[src/design/itch_pkg.sv]
// ----------------------------------------------------------------------------
// ITCH field parser package
// Phase codes, layout tables and code decoding shared by the parser modules.
// ----------------------------------------------------------------------------
package itch_pkg;

	localparam logic [2:0] PH_LEN_HI = 3'd0;
	localparam logic [2:0] PH_LEN_LO = 3'd1;
	localparam logic [2:0] PH_TYPE   = 3'd2;
	localparam logic [2:0] PH_FIELD  = 3'd3;
	localparam logic [2:0] PH_SKIP   = 3'd4;

	localparam logic [1:0] ERR_NONE      = 2'd0;
	localparam logic [1:0] ERR_KIND      = 2'd1;
	localparam logic [1:0] ERR_CODE      = 2'd2;
	localparam logic [1:0] ERR_TRUNCATED = 2'd3;

	// Layout lookup for one kind and field.
	typedef struct packed {
		logic       known;
		logic [3:0] size;
		logic [3:0] table_sel;
		logic       last;
		logic       beyond;
	} layout_t;

	// One result item.
	typedef struct packed {
		logic [7:0]  kind;
		logic [4:0]  fnum;
		logic [63:0] value;
		logic [3:0]  size;
		logic [3:0]  code;
		logic        done;
		logic [1:0]  err;
	} result_t;

	// Maps a type byte to its dense kind index; 4'hF when unknown.
	function automatic logic [3:0] kind_index(input logic [7:0] k);
		case (k)
			"S": kind_index = 4'd0;
			"R": kind_index = 4'd1;
			"A": kind_index = 4'd2;
			"F": kind_index = 4'd3;
			"U": kind_index = 4'd4;
			"I": kind_index = 4'd5;
			"W": kind_index = 4'd6;
			"P": kind_index = 4'd7;
			"B": kind_index = 4'd8;
			default: kind_index = 4'hF;
		endcase
	endfunction

	function automatic logic [4:0] field_count(input logic [3:0] ki);
		case (ki)
			4'd0: field_count = 5'd4;
			4'd1: field_count = 5'd17;
			4'd2: field_count = 5'd8;
			4'd3: field_count = 5'd9;
			4'd4: field_count = 5'd7;
			4'd5: field_count = 5'd12;
			4'd6: field_count = 5'd4;
			4'd7: field_count = 5'd9;
			4'd8: field_count = 5'd4;
			default: field_count = 5'd0;
		endcase
	endfunction

	// Field size in bytes; the header fields are common to all kinds.
	function automatic logic [3:0] field_bytes(input logic [3:0] ki, input logic [4:0] f);
		field_bytes = 4'd1;
		if (f == 5'd0 || f == 5'd1) begin
			field_bytes = 4'd2;
		end else if (f == 5'd2) begin
			field_bytes = 4'd6;
		end else begin
			case (ki)
				4'd1: begin
					case (f)
						5'd3: field_bytes = 4'd8;
						5'd6, 5'd15: field_bytes = 4'd4;
						5'd9: field_bytes = 4'd2;
						default: field_bytes = 4'd1;
					endcase
				end
				4'd2, 4'd3, 4'd7: begin
					case (f)
						5'd3, 5'd6: field_bytes = 4'd8;
						5'd4: field_bytes = 4'd1;
						5'd8: field_bytes = (ki == 4'd7) ? 4'd8 : 4'd4;
						default: field_bytes = 4'd4;
					endcase
				end
				4'd4: field_bytes = (f == 5'd3 || f == 5'd4) ? 4'd8 : 4'd4;
				4'd5: begin
					case (f)
						5'd3, 5'd4, 5'd6: field_bytes = 4'd8;
						5'd7, 5'd8, 5'd9: field_bytes = 4'd4;
						default: field_bytes = 4'd1;
					endcase
				end
				4'd8: field_bytes = 4'd8;
				default: field_bytes = 4'd1;
			endcase
		end
	endfunction

	// Code set that checks a field; 0 when the field passes raw.
	function automatic logic [3:0] field_table(input logic [3:0] ki, input logic [4:0] f);
		field_table = 4'd0;
		case (ki)
			4'd0: if (f == 5'd3) field_table = 4'd1;
			4'd1: begin
				case (f)
					5'd4: field_table = 4'd2;
					5'd5: field_table = 4'd3;
					5'd13: field_table = 4'd4;
					default: field_table = 4'd0;
				endcase
			end
			4'd2, 4'd3, 4'd7: if (f == 5'd4) field_table = 4'd5;
			4'd5: begin
				if (f == 5'd5) field_table = 4'd6;
				else if (f == 5'd10) field_table = 4'd7;
			end
			4'd6: if (f == 5'd3) field_table = 4'd8;
			default: field_table = 4'd0;
		endcase
	endfunction

	// Dense code index; bit 4 set when the byte is not in the set.
	function automatic logic [4:0] code_index(input logic [3:0] t, input logic [7:0] c);
		code_index = 5'h10;
		case (t)
			4'd1: begin
				case (c)
					"O": code_index = 5'd0; "S": code_index = 5'd1;
					"Q": code_index = 5'd2; "M": code_index = 5'd3;
					"E": code_index = 5'd4; "C": code_index = 5'd5;
					default: code_index = 5'h10;
				endcase
			end
			4'd2: begin
				case (c)
					"Q": code_index = 5'd0; "G": code_index = 5'd1;
					"S": code_index = 5'd2; "N": code_index = 5'd3;
					"A": code_index = 5'd4; "P": code_index = 5'd5;
					"Z": code_index = 5'd6; "V": code_index = 5'd7;
					" ": code_index = 5'd8;
					default: code_index = 5'h10;
				endcase
			end
			4'd3: begin
				case (c)
					"N": code_index = 5'd0; "D": code_index = 5'd1;
					"E": code_index = 5'd2; "Q": code_index = 5'd3;
					"S": code_index = 5'd4; "G": code_index = 5'd5;
					"H": code_index = 5'd6; "J": code_index = 5'd7;
					"K": code_index = 5'd8; "C": code_index = 5'd9;
					" ": code_index = 5'd10;
					default: code_index = 5'h10;
				endcase
			end
			4'd4: begin
				case (c)
					"1": code_index = 5'd0; "2": code_index = 5'd1;
					" ": code_index = 5'd2;
					default: code_index = 5'h10;
				endcase
			end
			4'd5: begin
				case (c)
					"B": code_index = 5'd0; "S": code_index = 5'd1;
					default: code_index = 5'h10;
				endcase
			end
			4'd6: begin
				case (c)
					"B": code_index = 5'd0; "S": code_index = 5'd1;
					"N": code_index = 5'd2; "O": code_index = 5'd3;
					default: code_index = 5'h10;
				endcase
			end
			4'd7: begin
				case (c)
					"O": code_index = 5'd0; "C": code_index = 5'd1;
					"H": code_index = 5'd2; "A": code_index = 5'd3;
					default: code_index = 5'h10;
				endcase
			end
			4'd8: begin
				case (c)
					"1": code_index = 5'd0; "2": code_index = 5'd1;
					"3": code_index = 5'd2;
					default: code_index = 5'h10;
				endcase
			end
			default: code_index = 5'h10;
		endcase
	endfunction

endpackage

[src/design/itch_message_field_parser.sv]
// ----------------------------------------------------------------------------
// ITCH message field parser
// Parses length-prefixed market data messages into big-endian fields.
// ----------------------------------------------------------------------------
// One byte is taken per cycle while the input is not stalled, with no gaps of
// its own; each byte runs through the parse state and layout tables
// combinationally and any field result lands in a one-deep output register,
// so a result appears in the cycle after its last byte. The input stalls
// whenever a result is waiting in the output register and the sink is
// stalling it, whether or not the next byte would produce a result.
module itch_message_field_parser (
	input  logic        clk,
	input  logic        arst_n,
	input  logic        in_valid,
	output logic        in_stall,
	input  logic [7:0]  data_byte,
	input  logic        stream_end,
	output logic        out_valid,
	input  logic        out_stall,
	output logic [7:0]  message_kind,
	output logic [4:0]  field_number,
	output logic [63:0] field_value,
	output logic [3:0]  field_size,
	output logic [3:0]  decoded_code,
	output logic        message_done,
	output logic [1:0]  error_kind
);
	import itch_pkg::*;

	logic [2:0]  phase_q;
	logic [15:0] len_q;
	logic [15:0] cnt_q;
	logic [7:0]  kind_q;
	logic [4:0]  fld_q;
	logic [3:0]  fby_q;
	logic [63:0] acc_q;
	result_t     res_q;
	logic        rv_q;

	logic [2:0]  phase_d;
	logic [15:0] len_d;
	logic [15:0] cnt_d;
	logic [7:0]  kind_d;
	logic [4:0]  fld_d;
	logic [3:0]  fby_d;
	logic [63:0] acc_d;
	result_t     res_d;
	logic        emit;
	logic        take;
	layout_t     lay;
	logic [4:0]  cidx;

	assign in_stall = rv_q && out_stall;
	assign take = in_valid && !in_stall;

	itch_layout u_layout (
		.kind(kind_q),
		.fnum(fld_q),
		.lay (lay)
	);

	assign cidx = code_index(lay.table_sel, data_byte);

	// Next parse state and result for one byte.
	always_comb begin
		phase_d = phase_q;
		len_d = len_q;
		cnt_d = cnt_q;
		kind_d = kind_q;
		fld_d = fld_q;
		fby_d = fby_q;
		acc_d = acc_q;
		res_d = '0;
		emit = 1'b0;
		case (phase_q)
			PH_LEN_LO: begin
				len_d = {len_q[15:8], data_byte};
				phase_d = PH_TYPE;
			end
			PH_TYPE: begin
				kind_d = data_byte;
				cnt_d = 16'd1;
				fld_d = '0;
				fby_d = '0;
				acc_d = '0;
				if (kind_index(data_byte) == 4'hF) begin
					res_d = '{kind: data_byte, fnum: 5'd0, value: 64'd0, size: 4'd0,
						code: 4'd0, done: 1'b1, err: ERR_KIND};
					emit = 1'b1;
					phase_d = (16'd1 < len_q) ? PH_SKIP : PH_LEN_HI;
				end else begin
					phase_d = PH_FIELD;
				end
			end
			PH_FIELD: begin
				if (!lay.known || lay.beyond) begin
					phase_d = PH_LEN_HI;
					kind_d = '0;
					fld_d = '0;
					fby_d = '0;
					acc_d = '0;
				end else begin
					acc_d = {acc_q[55:0], data_byte};
					fby_d = fby_q + 4'd1;
					if (cnt_q != 16'hFFFF) cnt_d = cnt_q + 16'd1;
					if (fby_d >= lay.size) begin
						emit = 1'b1;
						if (lay.table_sel != 4'd0 && cidx[4]) begin
							res_d = '{kind: kind_q, fnum: fld_q, value: acc_d, size: lay.size,
								code: 4'd0, done: 1'b1, err: ERR_CODE};
							phase_d = (cnt_d < len_q) ? PH_SKIP : PH_LEN_HI;
						end else begin
							res_d = '{kind: kind_q, fnum: fld_q, value: acc_d, size: lay.size,
								code: (lay.table_sel != 4'd0) ? cidx[3:0] : 4'd0,
								done: lay.last, err: ERR_NONE};
							if (lay.last) begin
								phase_d = (cnt_d < len_q) ? PH_SKIP : PH_LEN_HI;
							end else begin
								fld_d = fld_q + 5'd1;
								fby_d = '0;
								acc_d = '0;
							end
						end
					end
				end
			end
			PH_SKIP: begin
				if (cnt_q != 16'hFFFF) cnt_d = cnt_q + 16'd1;
				if (cnt_d >= len_q) phase_d = PH_LEN_HI;
			end
			default: begin
				kind_d = '0;
				fld_d = '0;
				fby_d = '0;
				acc_d = '0;
				len_d = {data_byte, 8'd0};
				cnt_d = '0;
				phase_d = PH_LEN_LO;
			end
		endcase
		// End of stream: report truncation of a message in progress and return to reset state.
		if (stream_end) begin
			if (phase_d == PH_LEN_LO || phase_d == PH_TYPE || phase_d == PH_FIELD) begin
				res_d = '{kind: kind_d, fnum: fld_d, value: acc_d, size: fby_d,
					code: 4'd0, done: 1'b1, err: ERR_TRUNCATED};
				emit = 1'b1;
			end
			phase_d = PH_LEN_HI;
			len_d = '0;
			cnt_d = '0;
			kind_d = '0;
			fld_d = '0;
			fby_d = '0;
			acc_d = '0;
		end
	end

	// Parse state registers.
	always_ff @(posedge clk or negedge arst_n) begin
		if (!arst_n) begin
			phase_q <= PH_LEN_HI;
			len_q <= '0;
			cnt_q <= '0;
			kind_q <= '0;
			fld_q <= '0;
			fby_q <= '0;
			acc_q <= '0;
		end else if (take) begin
			phase_q <= phase_d;
			len_q <= len_d;
			cnt_q <= cnt_d;
			kind_q <= kind_d;
			fld_q <= fld_d;
			fby_q <= fby_d;
			acc_q <= acc_d;
		end
	end

	// Output register.
	always_ff @(posedge clk or negedge arst_n) begin
		if (!arst_n) begin
			rv_q <= 1'b0;
		end else if (take && emit) begin
			rv_q <= 1'b1;
		end else if (!out_stall) begin
			rv_q <= 1'b0;
		end
	end

	always_ff @(posedge clk) begin
		if (take && emit) begin
			res_q <= res_d;
		end
	end

	assign out_valid = rv_q;
	assign message_kind = res_q.kind;
	assign field_number = res_q.fnum;
	assign field_value = res_q.value;
	assign field_size = res_q.size;
	assign decoded_code = res_q.code;
	assign message_done = res_q.done;
	assign error_kind = res_q.err;

endmodule

[src/design/itch_layout.sv]
// ----------------------------------------------------------------------------
// ITCH layout lookup
// Gives size, code set and position flags of the current field of a kind.
// ----------------------------------------------------------------------------
module itch_layout (
	input  logic [7:0]       kind,
	input  logic [4:0]       fnum,
	output itch_pkg::layout_t lay
);
	import itch_pkg::*;

	logic [3:0] ki;
	logic [4:0] cnt;

	// Table lookup for the field in progress.
	always_comb begin
		ki = kind_index(kind);
		cnt = field_count(ki);
		lay.known = (ki != 4'hF);
		lay.size = field_bytes(ki, fnum);
		lay.table_sel = field_table(ki, fnum);
		lay.last = ((fnum + 5'd1) >= cnt);
		lay.beyond = (fnum >= cnt);
	end

endmodule

[config.mk]
export PLATFORM = sky130hd
export DESIGN_NAME = itch_message_field_parser
export DESIGN_NICKNAME = d
export VERILOG_FILES = /design/src/design/itch_pkg.sv /design/src/design/itch_message_field_parser.sv /design/src/design/itch_layout.sv
export SDC_FILE = /design/constraint.sdc
export NUM_CORES = 1
export LEC_CHECK = 0
export ABC_AREA = 1
export BUFFER_PORTS_ARGS = -buffer_cell sky130_fd_sc_hd__buf_4
export CAP_MARGIN = 25
export CORE_UTILIZATION = 50
export CTS_CLUSTER_SIZE = 25
export DETAILED_ROUTE_END_ITERATION = 6
export PLACE_DENSITY = 0.69
export RECOVER_POWER = 100
export SLEW_MARGIN = 25
export SYNTH_ARGS = -nofsm -noshare
export SYNTH_HDL_FRONTEND = slang
export SYNTH_SLANG_ARGS = --single-unit
[constraint.sdc]
create_clock -name clk -period 7.4 [get_ports clk]
set_input_delay 1.85 -clock clk [delete_from_list [all_inputs] [get_ports clk]]
set_output_delay 1.85 -clock clk [all_outputs]
set_load 0.01 [all_outputs]
==> impl_metrics.tcl, run 1 <==
set metrics [dict create \
    outcome "finished with violations" \
    violations "capacitance limit, slew limit" \
    worstSkewPairLatency_ps 540 \
    crit_start "kind_q[7]" \
    dieArea_mm2 0.02536 \
    clk_pin_slew_ps 60 \
    drtAntennaViolNets 0 \
    syn_area_mm2 0.01236 \
    crit_arrival_ps 6840 \
    dpl_worst_slack_ps 1237 \
    timing.final.crit_share 0.8709 \
    finalSetupTns_ps 0 \
    dp.cells 1968 \
    cts_setup_buffers 0 \
    drt_wl_total_um 34610 \
    yosysUniqueCellTypes 46 \
    critical_path_class "flip-flop to flip-flop" \
    synth_adder_area_share 0.04250 \
    finClkSkew_ps 9.065 \
    io_pins 103 \
    crit_path_max_fanout 85 \
    io_buffer_count 102 \
    grt_pass1_wl_um 56020 \
    critPathBufInv 9 \
    wl_per_cell_um 17.20 \
    synth.avg_cell_area_um2 7.718 \
    cpLargestDelayFamily "simple AND/OR/NAND/NOR gates" \
    synth_warnings 0 \
    powerDensity_mw_per_mm2 233.9 \
    grt_start_max_net_pins 86 \
    drtPass1Iterations 5 \
    grt_overflow_total 0 \
    coreArea_mm2 0.02432 \
    dp_hpwl_um 22310 \
    ys.flop_type "dfrtp_1" \
    async_flop_share 0.5707 \
    grt_pass1_vias 10737 \
    vias 11215 \
    endpoint_kind "flip-flop" \
    cts_buffers 24 \
    cts_resized 0 \
    grt_usage 0.2733 \
    synthSimpleGateAreaFrac 0.2692 \
    setup_viol 0 \
    synth_edf_count 88 \
    place.gp.congestion 0.9201 \
    worst_slack_ps 955.7 \
    synth_fp_nets 1657 \
    synth_top_family_by_area "simple AND/OR/NAND/NOR gates" \
    rr_startpoint "kind_q[7]" \
    fmax_mhz 155.2 \
    ys_seq_area_frac 0.4505 \
    cp_slowest_cell "inv_4" \
    fin_crit_ps 6444 \
    drv_slew 258 \
    cts_root_buf "clkbuf_16" \
    clockBufferDepth 3 \
    ys_ff_latch 205 \
    hold_buffers 0 \
    p_leak_nw 6.050 \
    rsz0062_at_grt "false" \
    die_w_um 159.3 \
    hold_violations 0 \
    worst_pin_slew_ps 3320 \
    hold_path.startpoint "len_q[0]" \
    rows 57 \
    cts_tree "done" \
    final-instance-count-excl-fill 2012 \
    syn_inst 1602 \
    h-tree-depth 1 \
    antenna_found_initial 0 \
    final_nets 1725 \
    synth-compound-area-share 0.1238 \
    cp-start-kind "flip-flop" \
    drt_iter0_markers 822 \
    maxCapViolations 4 \
    via_per_inst 5.574 \
    hold_path.class "flip-flop to flip-flop" \
    max-vdd-ir-drop_mv 0.1838 \
    dieHeight_um 159.3 \
    antenna_cells 0 \
    syn_to_final_growth_pct 10.96 \
    clock_sinks 205 \
    path_common_cell "nand2_1" \
    synthXorXnorAreaFrac 0.009917 \
    drc 0 \
    drive_gt1_frac 0.05509 \
    relSlewSlack -1.213 \
    synth_mux_area_frac 0 \
    cp_data_required_time_ps 7800 \
    cp_slowest_stage_delay_ps 770 \
    start_util 0.5084 \
]
tightest hold or removal path, stage by stage (launching register included):
cell     delay [ps]
dfrtp_1         350
o21ai_0          90
nand2_1          70
where the power goes:
| part | leakage, nW | internal [W] | switching (W) |
|---|---|---|---|
| Sequential | 2.47 | 0.00131 | 0.0000393 |
| Combinational | 3.19 | 0.000136 | 0.000507 |
| Clock | 0.393 | 0.000730 | 0.000485 |
cells in the mapped netlist (all sizes together), types with 5 or more instances:
library cell  instances  area share
o21ai               175       0.071
edfxtp               88        0.21
a31oi                 6      0.0030
buf                  38       0.019
xor2                 14      0.0099
o22ai                36       0.018
nand4                24       0.012
nand2               410        0.13
a21oi                29       0.012
o32ai                 5      0.0035
a22oi                 7      0.0043
dfrtp               117        0.24
nor4                 11      0.0056
nand3               189       0.082
ha                   42       0.043
nor3                 20      0.0085
clkbuf               34       0.010
nor2                 88       0.030
inv                 242       0.074
logic make-up (layout without fill, tap and decap cells):
logic type	after synthesis	in the layout
buffers and inverters	317	403
adder cells (fa/ha/maj)	42	42
AND/OR/NAND/NOR	748	748
flip-flops	205	205
AO/OA/AOI/OAI	276	276
XOR/XNOR	14	14
routing by layer:
| layer | global-route usage | wire length (µm) | vias up |
|---|---|---|---|
| met5 | 0 | 0 | - |
| met4 | 0.08260 | 878 | 0 |
| met3 | 0.03412 | 2283 | 61 |
| met2 | 0.4518 | 15980 | 433 |
| met1 | 0.3766 | 15470 | 5278 |
| li1 | - | - | 5443 |
worst paths after layout:
check                                  endpoint  slack [ps]  cells after the start
worst max-delay path            field_value[51]         960                     31
worst min-delay path                   len_q[0]         540                      2
worst max register to register  field_value[51]         960                     31
worst min register to register         len_q[0]         540                      2
max in group asynchronous              fby_q[2]        1950                      2
min in group asynchronous             cnt_q[14]        2430                      1
cell type report:
class,count,area [µm²]
well taps,324,405.4
repair buffers,114,503.0
multi-input cells,1080,5504
flip-flops and latches,205,5570
clock inverters,10,155.1
clock buffers,34,658.1
inverters,245,923.4
fillers,2349,10600
stage by stage:
stage	total power (W)	hold WS, ps	utilization	cell area [µm²]
3_5_place_dp	0.002069	514.7	0.5464	13290
5_1_grt	0.003349	555.5	0.5641	13720
4_1_cts	0.003291	531.0	0.5799	14100
6_report	0.003210	537.9	0.5641	13720
3_3_place_gp	0.002065	513.0	0.5462	13280
2_1_floorplan	0.001814	476.9	-	12360
state kept, by name, summed over array words and instances (netlist names):
name,flops
field_value,64
message_kind,8
cnt_q,16
decoded_code,4
len_q,16
phase_q,3
error_kind,2
message_done,1
out_valid,1
field_size,4
fld_q,5
kind_q,8
acc_q,64
field_number,5
fby_q,4
cell usage in the layout (no fill, tap or decap), types with 9 or more instances in the layout:
cell type	count
nand3_1	180
edfxtp_1	88
clkbuf_16	24
nand4_1	24
dfrtp_1	117
a21oi_1	29
inv_1	231
xor2_1	14
inv_2	9
ha_1	42
nor3_1	19
nand2_1	403
buf_4	16
nor4_1	11
clkbuf_1	101
o21ai_0	174
nor2_1	79
o22ai_1	36
Note: power is estimated with default switching activity, not from simulation.
==> inputs of run 2 (changes only) <==
--- a/config.mk
+++ b/config.mk
@@ -9,6 +9,7 @@
 export BUFFER_PORTS_ARGS = -buffer_cell sky130_fd_sc_hd__buf_4
 export CAP_MARGIN = 25
 export CORE_UTILIZATION = 50
+export CTS_BUF_LIST = sky130_fd_sc_hd__clkbuf_2
 export CTS_CLUSTER_SIZE = 25
 export DETAILED_ROUTE_END_ITERATION = 6
 export PLACE_DENSITY = 0.69
==> run 2 against run 1 <==
Compared with the run above: the flow still finishes with violations (capacitance limit, slew limit); clock skew up 25 ps; combinational power about the same; cell area down 2.2%; worst setup slack worse by 100 ps; largest power group unchanged.
==> impl_metrics.tcl, run 2 (same netlist as run 1, synthesis figures left out) <==
set metrics [dict create \
    crit_path_max_fanout 85 \
    p_leak_nw 6.048 \
    cts_resized 0 \
    dieArea_mm2 0.02536 \
    cp-start-kind "flip-flop" \
    start_util 0.5084 \
    finalSetupTns_ps 0 \
    cp_slowest_cell "inv_4" \
    fillers 2421 \
    mostFrequentLayoutCells "403 x nand2_1, 231 x inv_1, 180 x nand3_1, 174 x o21ai_0, 117 x dfrtp_1" \
    grt_start_max_net_pins 86 \
    grt_pass1_wl_um 56550 \
    cts_setup_buffers 0 \
    via_per_inst 5.520 \
    cts_root_buf "clkbuf_2" \
    drtAntennaViolNets 0 \
    powerDensity_mw_per_mm2 209.4 \
    clockBufferDepth 3 \
    dpl_worst_slack_ps 1237 \
    clk_pin_slew_ps 100 \
    drt_wl_total_um 34640 \
    fmax_mhz 152.8 \
    max-vdd-ir-drop_mv 0.1293 \
    outcome "finished with violations" \
    worst_pin_slew_ps 3325 \
    holdWs_ps 544.1 \
    worstSkewPairLatency_ps 840 \
    grt_usage 0.2769 \
    violations "capacitance limit, slew limit" \
    cp_slowest_stage_delay_ps 790 \
    rows 57 \
    dieHeight_um 159.3 \
    timing.final.crit_share 0.8846 \
    drc 0 \
    h-tree-depth 2 \
    coreArea_mm2 0.02432 \
    final_nets 1754 \
    crit_arrival_ps 7090 \
    drive_gt1_frac 0.08491 \
    relSlewSlack -1.217 \
    io_pins 103 \
    grt_pass1_vias 10957 \
    io_buffer_count 102 \
    path_common_cell "inv_1" \
    critical_path_class "flip-flop to flip-flop" \
    cts_buffers 53 \
    drv_slew 258 \
    rsz0062_at_grt "false" \
    drt_iter0_markers 872 \
    hold_path.class "flip-flop to flip-flop" \
    grt_overflow_total 0 \
    drtPass1Iterations 6 \
    antenna_found_initial 2 \
    cts_tree "done" \
    dp_hpwl_um 22310 \
    power_w 0.002811 \
    syn_to_final_growth_pct 8.551 \
    finClkSkew_ps 33.59 \
    layout_commonest_cell "nand2_1" \
    clock_sinks 205 \
    vias 11416 \
    cp_data_required_time_ps 7950 \
    place.gp.congestion 0.9201 \
    endpoint_kind "flip-flop" \
    maxCapViolations 4 \
    fin_crit_ps 6546 \
    setup_viol 0 \
    worst_slack_ps 854.0 \
    die_w_um 159.3 \
    hold_buffers 0 \
    wl_per_cell_um 16.75 \
    hold_violations 0 \
]
==> run 2: cell types whose count changed in the layout (fill, tap and decap cells not counted), sizes merged <==
cell      previous run  this run
clkbuf             131       178
clkinv               8        17
bufinv               3         1
clkinvlp             1         2
diode                0         1
==> run 2: final cells by class <==
type / count / area, µm² / area share
Sequential cell: 205 / 5570 / 0.4150
Multi-Input combinational cell: 1080 / 5504 / 0.4101
Inverter: 245 / 923.4 / 0.06880
Timing Repair Buffer: 114 / 503.0 / 0.03748
Clock buffer: 81 / 405.4 / 0.03020
Tap cell: 324 / 405.4 / 0.03020
Clock inverter: 18 / 107.6 / 0.008017
Antenna cell: 1 / 2.502 / 0.0001864
==> run 2: critical path, delay by kind of cell, from the launching register on <==
kind | cells | cell delay [ps]
flops | 1 | 400
buf+inv | 9 | 1940
compound gates | 5 | 1120
fa+ha+maj | 2 | 620
simple gates | 14 | 2030
==> run 2: power by group <==
part	leakage (nW)	switching [W]	internal [W]	total (W)
sequential	2.47	0.0000390	0.00131	0.00135
clock	0.391	0.000490	0.000332	0.000822
combinational	3.19	0.000505	0.000136	0.000641
total	6.05	0.00103	0.00178	0.00281
==> run 2: final timing paths <==
kind                           start              end  slack, ps  depth (start not counted)
max                        kind_q[7]  decoded_code[0]        850                         30
min                         len_q[0]         len_q[0]        540                          2
max reg2reg                kind_q[7]  decoded_code[0]        850                         30
min reg2reg                 len_q[0]         len_q[0]        540                          2
max in group asynchronous     arst_n       phase_q[0]       2280                          2
min in group asynchronous     arst_n        acc_q[47]       2120                          1
==> run 2: routing by layer <==
metal / share of wire / GRT usage / vias to the layer above
met1: 0.44 / 0.3722 / 5337
met5: 0.00038 / 0 / -
met2: 0.46 / 0.4500 / 456
met3: 0.072 / 0.04611 / 83
met4: 0.031 / 0.1053 / 2
li1: - / - / 5538
==> run 2: metrics by stage <==
stage | util | std cells | area [µm²]
after floorplan | - | 1602 | 12360
after global placement | 0.5462 | 1968 | 13280
after detailed placement | 0.5464 | 1968 | 13290
after CTS | 0.5675 | 2067 | 13800
after global routing | 0.5519 | 2068 | 13420
final | 0.5519 | 2068 | 13420
==> inputs of run 3 (changes only) <==
--- a/config.mk
+++ b/config.mk
@@ -8,6 +8,7 @@
 export ABC_AREA = 1
 export BUFFER_PORTS_ARGS = -buffer_cell sky130_fd_sc_hd__buf_4
 export CAP_MARGIN = 25
+export CORE_MARGIN = 2
 export CORE_UTILIZATION = 50
 export CTS_BUF_LIST = sky130_fd_sc_hd__clkbuf_2
 export CTS_CLUSTER_SIZE = 25
==> run 3 against run 2 <==
Compared with the run above: the flow still finishes with violations (capacitance limit, slew limit); die area grew 2.5%; clock skew rose by 24 ps; final cell count hardly changed; maximum frequency increased by 0.59%; first-iteration DRC count rose by 5.7%; worst setup slack better by 38 ps; hold slack worse by 3.8 ps; clock power decreased by 6.9%; routed wire length fell by 0.89%; non-clock buffer count is 1 higher; critical path type unchanged; critical endpoint unchanged; highest routed layer is now met4.
==> impl_metrics.tcl, run 3 (same netlist as run 1, synthesis figures left out) <==
set metrics [dict create \
    final_nets 1755 \
    cts_tree "done" \
    powerDensity_mw_per_mm2 206.3 \
    io_pins 103 \
    cp_slowest_cell "inv_4" \
    max-vdd-ir-drop_mv 0.1154 \
    net-switching-power_w 0.001038 \
    grt_pass1_wl_um 55890 \
    cts_buffers 53 \
    io_buffer_count 102 \
    start_util 0.5084 \
    outcome "finished with violations" \
    wl_per_cell_um 16.59 \
    internal-power_w 0.001724 \
    mostFrequentLayoutCells "400 x nand2_1, 232 x inv_1, 180 x nand3_1, 173 x o21ai_0, 117 x dfrtp_1" \
    switching_share 0.3758 \
    cp_data_required_time_ps 7900 \
    relSlewSlack -1.155 \
    cp_slowest_stage_delay_ps 760 \
    grt_pass1_vias 11135 \
    finClkSkew_ps 58.04 \
    drv_slew 258 \
    syn_to_final_growth_pct 8.268 \
    cts_resized 0 \
    multi_input_area_mm2 0.005510 \
    cts_setup_buffers 0 \
    drive_gt1_frac 0.08028 \
    hold_violations 0 \
    fillers 2376 \
    path_common_cell "inv_1" \
    maxCapViolations 4 \
    drt_wl_total_um 34330 \
    clockBufferDepth 3 \
    rows 57 \
    vias 11444 \
    clock_sinks 205 \
    endpoint_kind "flip-flop" \
    power.share.clock 0.277 \
    crit_arrival_ps 7000 \
    dp_hpwl_um 22110 \
    drtPass1Iterations 7 \
    hold_buffers 0 \
    h-tree-depth 2 \
    worst_pin_slew_ps 3233 \
    cp-start-kind "flip-flop" \
    dieArea_mm2 0.02600 \
    holdWs_ps 540.3 \
    cts_root_buf "clkbuf_2" \
    fmax_mhz 153.7 \
    coreArea_mm2 0.02432 \
    timing.final.crit_share 0.8794 \
    clk_pin_slew_ps 100 \
    antenna_found_initial 1 \
    p_leak_nw 6.025 \
    drtAntennaViolNets 0 \
    via_per_inst 5.531 \
    critical_path_class "flip-flop to flip-flop" \
    finalSetupTns_ps 0 \
    drt_iter0_markers 922 \
    place.gp.congestion 0.9420 \
    worstSkewPairLatency_ps 830 \
    drc 0 \
    crit_path_max_fanout 85 \
    setup_viol 0 \
    layout_commonest_cell "nand2_1" \
    violations "capacitance limit, slew limit" \
    regArea_mm2 0.005570 \
    seq_power_share 0.488 \
    grt_usage 0.2644 \
    combPwrFrac 0.235 \
    dieHeight_um 161.3 \
    grt_start_max_net_pins 86 \
    hold_path.class "flip-flop to flip-flop" \
    grt_overflow_total 0 \
    power_w 0.002762 \
    rsz0062_at_grt "false" \
    fin_crit_ps 6508 \
    die_w_um 161.3 \
]
[run 3: changes by cell type in the layout (fill, tap and decap cells not counted), moves of 2 or more]
cell and delta:
clkinv_1 +9, clkbuf_2 -5, nand2_1 -3, nand2_2 +2
[run 3: final timing paths]
kind                                start              end  slack (ps)  cells after the start
worst min register to register  out_valid        out_valid         540                      2
worst max-delay path            kind_q[7]  decoded_code[0]         890                     30
worst min-delay path            out_valid        out_valid         540                      2
max in group asynchronous          arst_n         acc_q[1]        2230                      2
worst max register to register  kind_q[7]  decoded_code[0]         890                     30
min in group asynchronous          arst_n        len_q[14]        2100                      1
[run 3: power by group through the flow]
stage	registers [W]	logic, W	clock network, W
2_1_floorplan	0.00140	0.000411	0
3_3_place_gp	0.00137	0.000697	0
3_5_place_dp	0.00137	0.000702	0
4_1_cts	0.00135	0.000705	0.000791
5_1_grt	0.00136	0.000713	0.000850
6_report	0.00135	0.000650	0.000765
[run 3: final cells by class]
type | count | area share
repair buffers | 115 | 0.03739
clock inverters | 24 | 0.007384
diodes | 1 | 0.0001869
multi-input cells | 1080 | 0.4116
flip-flops and latches | 205 | 0.4161
inverters | 245 | 0.06898
clock buffers | 75 | 0.02804
well taps | 324 | 0.03028
[run 3: worst max-delay path: cells and delay by family, from the launching register on]
| family | cells | cell delay (ps) |
|---|---|---|
| flip-flops | 1 | 390 |
| AO/OA/AOI/OAI | 5 | 1200 |
| buffers and inverters | 8 | 1930 |
| AND/OR/NAND/NOR | 15 | 2040 |
| adder cells (fa/ha/maj) | 2 | 590 |
[run 3: per-layer routing]
| layer | GRT usage | vias up | part of all wire |
|---|---|---|---|
| met2 | 0.4391 | 442 | 0.48 |
| met5 | 0 | - | 0 |
| met3 | 0.03852 | 56 | 0.071 |
| met1 | 0.3621 | 5392 | 0.43 |
| met4 | 0.07833 | 0 | 0.018 |
| li1 | - | 5554 | - |
[run 3: through the flow]
stage / util / worst slack, ps / cells / area, µm²
after floorplan: - / 1198 / 1602 / 12360
after global placement: 0.5465 / 1180 / 1969 / 13290
after detailed placement: 0.5465 / 1108 / 1969 / 13290
after CTS: 0.5660 / 1072 / 2068 / 13770
after global routing: 0.5504 / 185.6 / 2069 / 13390
final: 0.5504 / 892.4 / 2069 / 13390
